File: src/hw/rtl/ctc_pkg.sv
// Shared constants, codes and control types of the COO to CSC converter.
package ctc_pkg;

    localparam int MAX_ENTRIES = 1024;
    localparam int MAX_DIM     = 256;
    localparam int VALUE_WIDTH = 32;

    localparam int ENT_AW  = $clog2(MAX_ENTRIES);
    localparam int CNT_W   = $clog2(MAX_ENTRIES + 1);
    localparam int DIM_AW  = $clog2(MAX_DIM);
    localparam int PTR_AW  = $clog2(MAX_DIM + 1);

    localparam int FUNC_W  = 2;
    localparam int ROW_W   = 8;
    localparam int COL_W   = 8;
    localparam int VAL_W   = 32;
    localparam int IDX_W   = 11;
    localparam int STAT_W  = 2;
    localparam int CTOT_W  = 9;
    localparam int CFG_AW  = 2;
    localparam int CFG_DW  = 9;

    localparam logic [CFG_AW-1:0] CFG_COLUMN_TOTAL   = 2'd0;
    localparam logic [CFG_AW-1:0] CFG_VALUES_PRESENT = 2'd1;

    localparam logic [FUNC_W-1:0] FN_LOAD     = 2'd0;
    localparam logic [FUNC_W-1:0] FN_READ_PTR = 2'd1;
    localparam logic [FUNC_W-1:0] FN_READ_ENT = 2'd2;

    typedef enum logic [STAT_W-1:0] {
        ST_OK    = 2'd0,
        ST_COL   = 2'd1,
        ST_FULL  = 2'd2,
        ST_INDEX = 2'd3
    } t_status;

    typedef enum logic [3:0] {
        S_IDLE,
        S_DECODE,
        S_LD_RD,
        S_LD_WR,
        S_PS_RD,
        S_PS_WR,
        S_SC_RD,
        S_SC_FILL,
        S_SC_WR,
        S_RP_RD,
        S_RP_CAP,
        S_ER_RD,
        S_ER_CAP,
        S_DONE
    } t_state;

    typedef struct packed {
        logic take;
        logic decode;
        logic ld_rd;
        logic ld_wr;
        logic ps_rd;
        logic ps_wr;
        logic sc_rd;
        logic sc_fill;
        logic sc_wr;
        logic rp_rd;
        logic rp_cap;
        logic er_rd;
        logic er_cap;
        logic push;
    } t_cmd;

    typedef struct packed {
        logic load_go;
        logic ptr_go;
        logic ent_go;
        logic last;
        logic ps_end;
        logic sc_end;
        logic out_free;
    } t_sts;

endpackage

File: src/hw/rtl/ctc_ctrl.sv
// Sequencer of the converter: load, prefix sum, scatter and read phases.
module ctc_ctrl (
    input  logic          i_clk,
    input  logic          i_rst_n,
    input  logic          i_in_valid,
    input  ctc_pkg::t_sts i_sts,
    output ctc_pkg::t_cmd o_cmd
);

    ctc_pkg::t_state r_state;
    ctc_pkg::t_state n_state;

    always_ff @(posedge i_clk) begin
        if (!i_rst_n) begin
            r_state <= ctc_pkg::S_IDLE;
        end else begin
            r_state <= n_state;
        end
    end

    always_comb begin
        n_state = r_state;
        unique case (r_state)
            ctc_pkg::S_IDLE: begin
                if (i_in_valid) n_state = ctc_pkg::S_DECODE;
            end
            ctc_pkg::S_DECODE: begin
                if (i_sts.load_go)     n_state = ctc_pkg::S_LD_RD;
                else if (i_sts.ptr_go) n_state = ctc_pkg::S_RP_RD;
                else if (i_sts.ent_go) n_state = ctc_pkg::S_ER_RD;
                else                   n_state = ctc_pkg::S_DONE;
            end
            ctc_pkg::S_LD_RD:   n_state = ctc_pkg::S_LD_WR;
            ctc_pkg::S_LD_WR:   n_state = i_sts.last ? ctc_pkg::S_PS_RD : ctc_pkg::S_DONE;
            ctc_pkg::S_PS_RD:   n_state = ctc_pkg::S_PS_WR;
            ctc_pkg::S_PS_WR:   n_state = i_sts.ps_end ? ctc_pkg::S_SC_RD : ctc_pkg::S_PS_RD;
            ctc_pkg::S_SC_RD:   n_state = ctc_pkg::S_SC_FILL;
            ctc_pkg::S_SC_FILL: n_state = ctc_pkg::S_SC_WR;
            ctc_pkg::S_SC_WR:   n_state = i_sts.sc_end ? ctc_pkg::S_DONE : ctc_pkg::S_SC_RD;
            ctc_pkg::S_RP_RD:   n_state = ctc_pkg::S_RP_CAP;
            ctc_pkg::S_RP_CAP:  n_state = ctc_pkg::S_DONE;
            ctc_pkg::S_ER_RD:   n_state = ctc_pkg::S_ER_CAP;
            ctc_pkg::S_ER_CAP:  n_state = ctc_pkg::S_DONE;
            ctc_pkg::S_DONE: begin
                if (i_sts.out_free) n_state = ctc_pkg::S_IDLE;
            end
            default:            n_state = ctc_pkg::S_IDLE;
        endcase
    end

    always_comb begin
        o_cmd = '0;
        unique case (r_state)
            ctc_pkg::S_IDLE:    o_cmd.take    = 1'b1;
            ctc_pkg::S_DECODE:  o_cmd.decode  = 1'b1;
            ctc_pkg::S_LD_RD:   o_cmd.ld_rd   = 1'b1;
            ctc_pkg::S_LD_WR:   o_cmd.ld_wr   = 1'b1;
            ctc_pkg::S_PS_RD:   o_cmd.ps_rd   = 1'b1;
            ctc_pkg::S_PS_WR:   o_cmd.ps_wr   = 1'b1;
            ctc_pkg::S_SC_RD:   o_cmd.sc_rd   = 1'b1;
            ctc_pkg::S_SC_FILL: o_cmd.sc_fill = 1'b1;
            ctc_pkg::S_SC_WR:   o_cmd.sc_wr   = 1'b1;
            ctc_pkg::S_RP_RD:   o_cmd.rp_rd   = 1'b1;
            ctc_pkg::S_RP_CAP:  o_cmd.rp_cap  = 1'b1;
            ctc_pkg::S_ER_RD:   o_cmd.er_rd   = 1'b1;
            ctc_pkg::S_ER_CAP:  o_cmd.er_cap  = 1'b1;
            ctc_pkg::S_DONE:    o_cmd.push    = i_sts.out_free;
            default:            o_cmd         = '0;
        endcase
    end

endmodule

File: config.mk
export PLATFORM = sky130hd
export DESIGN_NAME = ctc_ctrl
export DESIGN_NICKNAME = d
export VERILOG_FILES = /design/src/hw/rtl/ctc_pkg.sv /design/src/hw/rtl/ctc_ctrl.sv
export SDC_FILE = /design/constraint.sdc
export NUM_CORES = 1
export LEC_CHECK = 0
export BUFFER_PORTS_ARGS = -buffer_cell sky130_fd_sc_hd__buf_2
export CORE_AREA = 4 4 41 43
export DETAILED_ROUTE_END_ITERATION = 6
export DIE_AREA = 0 0 45 47
export MAX_ROUTING_LAYER = met4
export PLACE_DENSITY = 0.66
export SYNTH_ARGS = -nofsm -noshare
export SYNTH_HDL_FRONTEND = slang
export SYNTH_SLANG_ARGS = --single-unit
export TNS_END_PERCENT = 50
File: constraint.sdc
create_clock -name i_clk -period 3.1 [get_ports i_clk]
set_input_delay 0.62 -clock i_clk [delete_from_list [all_inputs] [get_ports i_clk]]
set_output_delay 0.62 -clock i_clk [all_outputs]
set_load 0.005 [all_outputs]
* Yosys cells after proc, flatten, opt, wreduce, memory -nomap -nowiden *
Cells that the tools add are included.

storage, ports and cells
  flip-flop bits (word level) = 4
  input bits = 10

cells by class
  reductions and logical operators = 3
  muxes and demuxes = 23
  equality and inequality tests = 15

operators by type and width
  cell                                            count
  case mux 4 bit (13 select lines)                1
  == test 4 bit (second input constant)           6
  2-to-1 mux 4 bit                                5
  == test 4 x 3 -> 1 bit (second input constant)  4
  2-to-1 mux 1 bit                                14
  == test 4 x 2 -> 1 bit (second input constant)  2
  2-to-1 mux 3 bit                                2
  == test 4 x 1 -> 1 bit (second input constant)  1
  zero test 4 bit                                 1
  inequality test 2 bit (second input constant)   2
  2-to-1 mux 2 bit                                1
  AND reduction 2 bit                             1
  OR reduction 2 bit                              1

* Longest topological paths before layout *
Gate-level depths: netlist of run 1.

  word-level depth = 4
  mapped depth = 6
  gate-level depth less buffers = 4

* Worst setup path before layout of run 1 *
Ideal clock, no wire load.

  path type = register to output
  start point = reg r_state[3]
  end point = out o_cmd[13] (netlist name)
  path buffers = 2
  arrival time = 0.995 ns
  data required time = 2.480 ns
  slack = 1.485 ns
  cell stages (with the launch flop) = 5
  cell sequence = dfxtp_1 -> buf_6 -> or2_2 -> buf_6 -> nor3_1

RTL lines
  element                 line            RTL
  start, declared         ctc_ctrl.sv:10  ctc_pkg::t_state r_state;
  start signal, assigned  ctc_ctrl.sv:15  r_state <= ctc_pkg::S_IDLE;
  start signal, assigned  ctc_ctrl.sv:17  r_state <= n_state;
  end, declared           ctc_ctrl.sv:7   output ctc_pkg::t_cmd o_cmd

==> summary.txt, run 1 <==
Critical path
  • R2r worst-path depth: 3
  • Worst Setup End Kind: primary output
  • R2r endpoint: r_state[0]$_SDFFE_PN0P_
  • CP Data Required Time: 2.48 ns
  • CP max FO: 10
  • Crit-path max cell delay: slightly above 0.4 ns
  • Crit path kind: flip-flop to primary output
  • Arr. time, crit path: about 1.3 ns
  • Cell chain of the critical path: or2_2 -> nor3_1 -> buf_2
  • Slowest cell on crit path: dfxtp_1
  • Startpoint types: flip-flop
  • Reg-to-reg startpoint: r_state[2]$_SDFFE_PN0P_
  • Flop2flop setup slack: 1.60 ns

Pwr
  • Peak supply drop: around 450 uV
  • Clk pwr share: 0.133
  • Sequential share of power: 0.302
  • Pint: 242 uW
  • PD cells: 877 nW/um^2
  • Total power: roughly 470 uW
  • Sw frac: 0.485
  • Net switching power: between 200 and 250 uW
  • Combinational power share: 0.565
  • Leak Pwr: about 0.00026 uW

CTS
  • Clock Path Buffers: 2
  • Clk sinks: 4
  • Clk_lat worst skew: 0.23 ns
  • Cts-stage hold buffer count: 0
  • CTS clk-pin slew, worst paths: 0.04 ns
  • H-tree levels: 1
  • Root Buffer: clkbuf_4
  • Cells resized by post-CTS repair: 0
  • Postcts setup bufs: 0
  • CTS tree: done
  • Num CTS Buffers: 3

Die
  • Die Ht: approximately 47 um
  • Std cell rows: 13
  • CORE AREA: ~1300 um^2
  • I/O pin total: 24
  • Initial Util: 0.328
  • Die width: roughly 45 um
  • Die footprint: 2120 um^2

Outcome
  • Status: complete, no violations

Cells and area
  • Largest regs: r_state x4
  • # nets final: 95
  • Fillers: ~150
  • Multi-input gate area: approximately 280 um^2
  • Ant diodes: 0
  • Biggest register: r_state
  • Final Cell Area: around 540 um^2
  • FF+latch area: 80.1 um^2
  • Layout cell share with drive strength beyond 1: 0.361
  • Max reg flops: 4
  • Syn-to-layout area delta: 25.8%

Drt
  • Per-cell routed wire length: approximately 11 um
  • Via count: about 490
  • Initial DRC count: 6
  • Via density: 5.03
  • Routed wire length: between 1 and 1.5 mm
  • Drt pass-1 iters: 4
  • DR DRC count: 0
  • Routed Antenna Nets: 0

Placement
  • Port Buffer Count: 23
  • DP HPWL: ~880 um
  • GPL Wtd Cong: 0.798
  • Place WS: around 1.4 ns
  • Dpl cell area: 514 um^2

Worst hold path
  • Hold Crit Endpoint: r_state[1]$_SDFFE_PN0P_
  • Hold_sp: i_rst_n
  • Worst Hold Depth: 2
  • Hold Path Class: input pin to flip-flop

Global route
  • Grt total ovfl: 0
  • Vias in the first global route: ~450
  • Initial antenna violation count: 0
  • First-pass GRT wire length: ~1.9 mm
  • Largest net degree at the start of global routing: 14
  • Tot GR Track Use: 0.126

Timing
  • Tmin final: 1.96 ns
  • Final hold vios: 0
  • Final Max Slew Viols: 0
  • Post-Route Setup TNS: 0 ns
  • RSZ-0062 raised after global routing: no
  • Transition time of the tightest slew-check pin: just over 0.4 ns
  • Final worst clock skew: roughly 0.0031 ns
  • Final Cycle Share: 0.631
  • Hold WS: between 0.6 and 0.7 ns
  • Fmax: a little over 0.5 GHz
  • Slew headroom: 0.724
  • Setup-failing EPs final: 0
  • Worst setup margin: 1.14 ns

Logic synthesis
  • Yosys reg bits: 4
  • Synthesized instance count: 62
  • Mapped cell area: ~430 um^2
  • Register area share after synthesis: 0.188
  • Post-Syn Area per Cell: ~7 um^2
  • Syn nets: 72
  • Synth unique cells: 29
  • Yosys Warn Count: 0

Run
  • Max_cap viols: 0
## cell families (layout without fill, tap and decap cells)
| logic type | after synthesis | after routing | synth area share |
|---|---|---|---|
| xor+xnor | 1 | 1 | 0.0205 |
| flops | 4 | 4 | 0.188 |
| compound gates | 15 | 15 | 0.261 |
| buf+inv | 11 | 32 | 0.161 |
| simple gates | 31 | 31 | 0.370 |
## cell type report
type	count	share of cell area
clock buffer	3	0.0420
inverter	6	0.0420
multi-input combinational	47	0.517
sequential	4	0.149
tap	15	0.0350
timing repair buffer	23	0.214
## cell usage after synthesis
master,instances,area share
nand3b_1,1,0.018
buf_2,1,0.012
nor4_1,1,0.015
o41ai_1,1,0.021
nand2b_4,1,0.032
or2b_1,1,0.018
nand2b_1,2,0.029
a221oi_1,1,0.021
buf_4,1,0.018
inv_1,6,0.053
xnor2_1,1,0.021
buf_6,3,0.079
a21oi_1,4,0.047
a311oi_1,1,0.021
nand2_2,1,0.015
a21boi_0,1,0.018
o32ai_2,1,0.038
nor3_1,4,0.047
nor2_1,12,0.11
o221ai_1,1,0.021
or2_2,1,0.015
dfxtp_1,4,0.19
nand3_1,1,0.012
nand4_1,1,0.015
o22ai_1,2,0.029
o21ai_0,1,0.012
nand2_1,4,0.035
or3_1,1,0.015
o21a_1,2,0.035
## routing by layer
layer | vias up | GRT usage | share of wire
met3 | 0 | 0.0345 | 0.076
met2 | 20 | 0.198 | 0.47
met5 | - | - | 0
met4 | 0 | 0.0702 | 0
li1 | 258 | - | -
met1 | 215 | 0.144 | 0.45
## through the flow
| step | std cells | utilization |
|---|---|---|
| 5_1_grt | 98 | 0.413 |
| 3_5_place_dp | 95 | 0.395 |
| 2_1_floorplan | 62 | - |
| 3_3_place_gp | 95 | 0.395 |
| 4_1_cts | 98 | 0.413 |
| 6_report | 98 | 0.413 |
## critical path: cells and delay by family (launching register included)
| kind | cells | cell delay (ns) |
|---|---|---|
| buf+inv | 1 | 0.14 |
| flops | 1 | 0.41 |
| simple gates | 2 | 0.56 |
## cells in the final DEF (no fill, tap or decap), types with 2 or more instances in the layout
| master | netlist | final |
|---|---|---|
| buf_2 | 1 | 23 |
| nor3_1 | 4 | 4 |
| nand2_1 | 4 | 4 |
| dfxtp_1 | 4 | 4 |
| clkbuf_4 | 0 | 3 |
| nor2_1 | 12 | 12 |
| a21oi_1 | 4 | 4 |
| o21a_1 | 2 | 2 |
| o22ai_1 | 2 | 2 |
| inv_1 | 6 | 6 |
| nand2b_1 | 2 | 2 |
## worst max-delay path by stage
| stage | from | endpoint | slack, ns |
|---|---|---|---|
| 3_5_place_dp | r_state[0]$_SDFFE_PN0P_ | o_cmd[13] | 1.39 |
| 2_1_floorplan | r_state[3]$_SDFFE_PN0P_ | o_cmd[13] | 1.49 |
| 4_1_cts | r_state[0]$_SDFFE_PN0P_ | o_cmd[13] | 1.13 |
| 6_report | r_state[0]$_SDFFE_PN0P_ | o_cmd[13] | 1.14 |
| 5_1_grt | r_state[2]$_SDFFE_PN0P_ | o_cmd[0] | 1.0 |
| 3_3_place_gp | r_state[0]$_SDFFE_PN0P_ | o_cmd[13] | 1.42 |
## power by group through the flow
stage / registers (uW) / clock network, uW / logic (uW)
floorplan: 87.7 / 0 / 285
global placement: 142 / 0 / 264
detailed placement: 142 / 0 / 267
CTS: 141 / 66.0 / 268
global route: 150 / 72.6 / 302
finish: 142 / 62.8 / 266
(Power assumes the default switching activity.)
==> inputs of run 2 (changes only) <==
==> constraint.sdc (replaced) <==
create_clock -name i_clk -period 2 [get_ports i_clk]
set_input_delay 0.4 -clock i_clk [delete_from_list [all_inputs] [get_ports i_clk]]
set_output_delay 0.4 -clock i_clk [all_outputs]
set_load 0.005 [all_outputs]
==> run 2 against run 1 <==
Net effect: critical path depth unchanged; clock power up 55%; register-to-register slack worse by 1.1 ns; clock-buffer cell count unchanged; design area unchanged.
==> summary.txt, run 2 (synthesis results as in run 1) <==
Outcome
  • Status: complete, no violations

Placement
  • Placed insts: 95 (unchanged)
  • DP HPWL: 864 um (-1.8%)
  • Place WS: 0.522 ns (-0.866 ns)
  • GPL Wtd Cong: 0.782 (-1.9%)
  • Dpl cell area: 514 um^2 (unchanged)
  • Port Buffer Count: 23 (unchanged)

Cells and area
  • Ant diodes: 0 (unchanged)
  • FF+latch area: 80.1 um^2 (unchanged)
  • Final Cell Area: 537 um^2 (unchanged)
  • Post-layout util: 0.413 (unchanged)
  • Largest regs: r_state x4
  • Fillers: 159 (+6.7%)
  • Final Non-Filler Cells: 98 (unchanged)
  • Most frequent cells in the layout: buf_2 (23), nor2_1 (12), inv_1 (6)
  • Multi-input gate area: 278 um^2 (unchanged)
  • Biggest register: r_state
  • Syn-to-layout area delta: 25.8% (unchanged)
  • Most common cell after layout, fill and taps aside: buf_2
  • # nets final: 95 (unchanged)
  • Layout cell share with drive strength beyond 1: 0.361 (unchanged)
  • Max reg flops: 4 (unchanged)

Global route
  • First-pass GRT wire length: 1.89 mm (+0.75%)
  • Largest net degree at the start of global routing: 14 (unchanged)
  • Grt total ovfl: 0 (unchanged)
  • Initial antenna violation count: 0 (unchanged)
  • Tot GR Track Use: 0.131 (+0.00479)
  • Vias in the first global route: 449 (-0.44%)

CTS
  • Num CTS Buffers: 3 (unchanged)
  • CTS tree: done
  • Root Buffer: clkbuf_4
  • CTS clk-pin slew, worst paths: 0.04 ns (about the same)
  • Cells resized by post-CTS repair: 0 (unchanged)
  • Postcts setup bufs: 0 (unchanged)
  • Clk_lat worst skew: 0.23 ns (about the same)
  • Clock Path Buffers: 2 (unchanged)
  • H-tree levels: 1 (unchanged)
  • Cts-stage hold buffer count: 0 (unchanged)
  • Clk sinks: 4 (unchanged)

Critical path
  • Reg-to-reg startpoint: r_state[2]$_SDFFE_PN0P_
  • Worst Setup SP: r_state[0]$_SDFFE_PN0P_
  • CP max FO: 10 (unchanged)
  • Crit path kind: flip-flop to primary output
  • Worst Setup End Kind: primary output
  • Startpoint types: flip-flop
  • Arr. time, crit path: 1.34 ns (about the same)
  • CP Data Required Time: 1.60 ns (-0.88 ns)

Die
  • Die width: 45 um (unchanged)
  • Die Ht: 47 um (unchanged)
  • CORE AREA: 1300 um^2 (unchanged)
  • I/O pin total: 24 (unchanged)
  • Initial Util: 0.328 (unchanged)
  • Std cell rows: 13 (unchanged)
  • Die footprint: 2120 um^2 (unchanged)

Timing
  • RSZ-0062 raised after global routing: no
  • Slew headroom: 0.740 (+0.0157)
  • Final Max Slew Viols: 0 (unchanged)
  • Tmin final: 1.74 ns
  • Final hold vios: 0 (unchanged)
  • Worst setup margin: 0.258 ns (-0.885 ns)
  • Transition time of the tightest slew-check pin: 0.390 ns (-0.0235 ns)
  • Final worst clock skew: 0.00122 ns (-0.00193 ns)
  • Final Cycle Share: 0.871
  • Fmax: 0.574 GHz
  • Setup-failing EPs final: 0 (unchanged)
  • Post-Route Setup TNS: 0 ns (unchanged)

Run
  • Max_cap viols: 0 (unchanged)

Pwr
  • Peak supply drop: 618 uV (+37%)
  • PD cells: 1360 nW/um^2 (+55%)
  • Leak Pwr: 0.000263 uW (unchanged)

Drt
  • Routed Antenna Nets: 0 (unchanged)
  • DR DRC count: 0 (unchanged)
  • Via density: 5.11 (+1.6%)
  • Initial DRC count: 15 (+9)
  • Via count: 501 (+1.6%)
  • Drt pass-1 iters: 4 (unchanged)
  • Per-cell routed wire length: 11.1 um (-1.3%)
  • Routed wire length: 1.08 mm (-1.3%)

Worst hold path
  • Hold_sp: i_rst_n
  • Hold Path Class: input pin to flip-flop
==> run 2: cell counts in the layout (fill, tap and decap cells not counted) <==
Identical to the previous run, type by type.
==> run 2: worst max-delay path, stage by stage (launching register included) <==
cell	delay [ns]
dfxtp_1	0.41
or2_2	0.41
nor3_1	0.15
buf_2	0.14
==> run 2: per-layer routing <==
layer | up-vias | part of all wire | global-route usage
met4 | 0 | 0.019 | 0.0936
li1 | 261 | - | -
met1 | 219 | 0.44 | 0.150
met2 | 19 | 0.45 | 0.181
met5 | - | 0 | -
met3 | 2 | 0.095 | 0.0536
==> run 2: path summary, 6_finish.rpt <==
kind	end	depth (start not counted)	slack [ns]
setup / recovery	o_cmd[13]	3	0.26
hold / removal	r_state[2]$_SDFFE_PN0P_	2	0.42
setup reg to reg	r_state[0]$_SDFFE_PN0P_	3	0.55
hold reg to reg	r_state[3]$_SDFFE_PN0P_	2	0.66
==> run 2: metrics by stage <==
step | hold slack, ns | total power [uW]
after detailed placement | 0.652 | 631
after global placement | 0.655 | 632
after floorplan | 0.518 | 577
after CTS | 0.416 | 736
final | 0.419 | 730
after global routing | 0.437 | 822
==> run 2: area by class of cell <==
class,instances,share of cell area
inverter,6,0.0420
sequential,4,0.149
clock buffer,3,0.0420
timing repair buffer,23,0.214
tap,15,0.0350
multi-input combinational,47,0.517
==> run 2: power by group <==
group          total, uW  switching (uW)  internal [uW]
Sequential           217             100            117
Combinational        416             223            192
Clock               97.5            30.6           66.9
Total                730             354            376
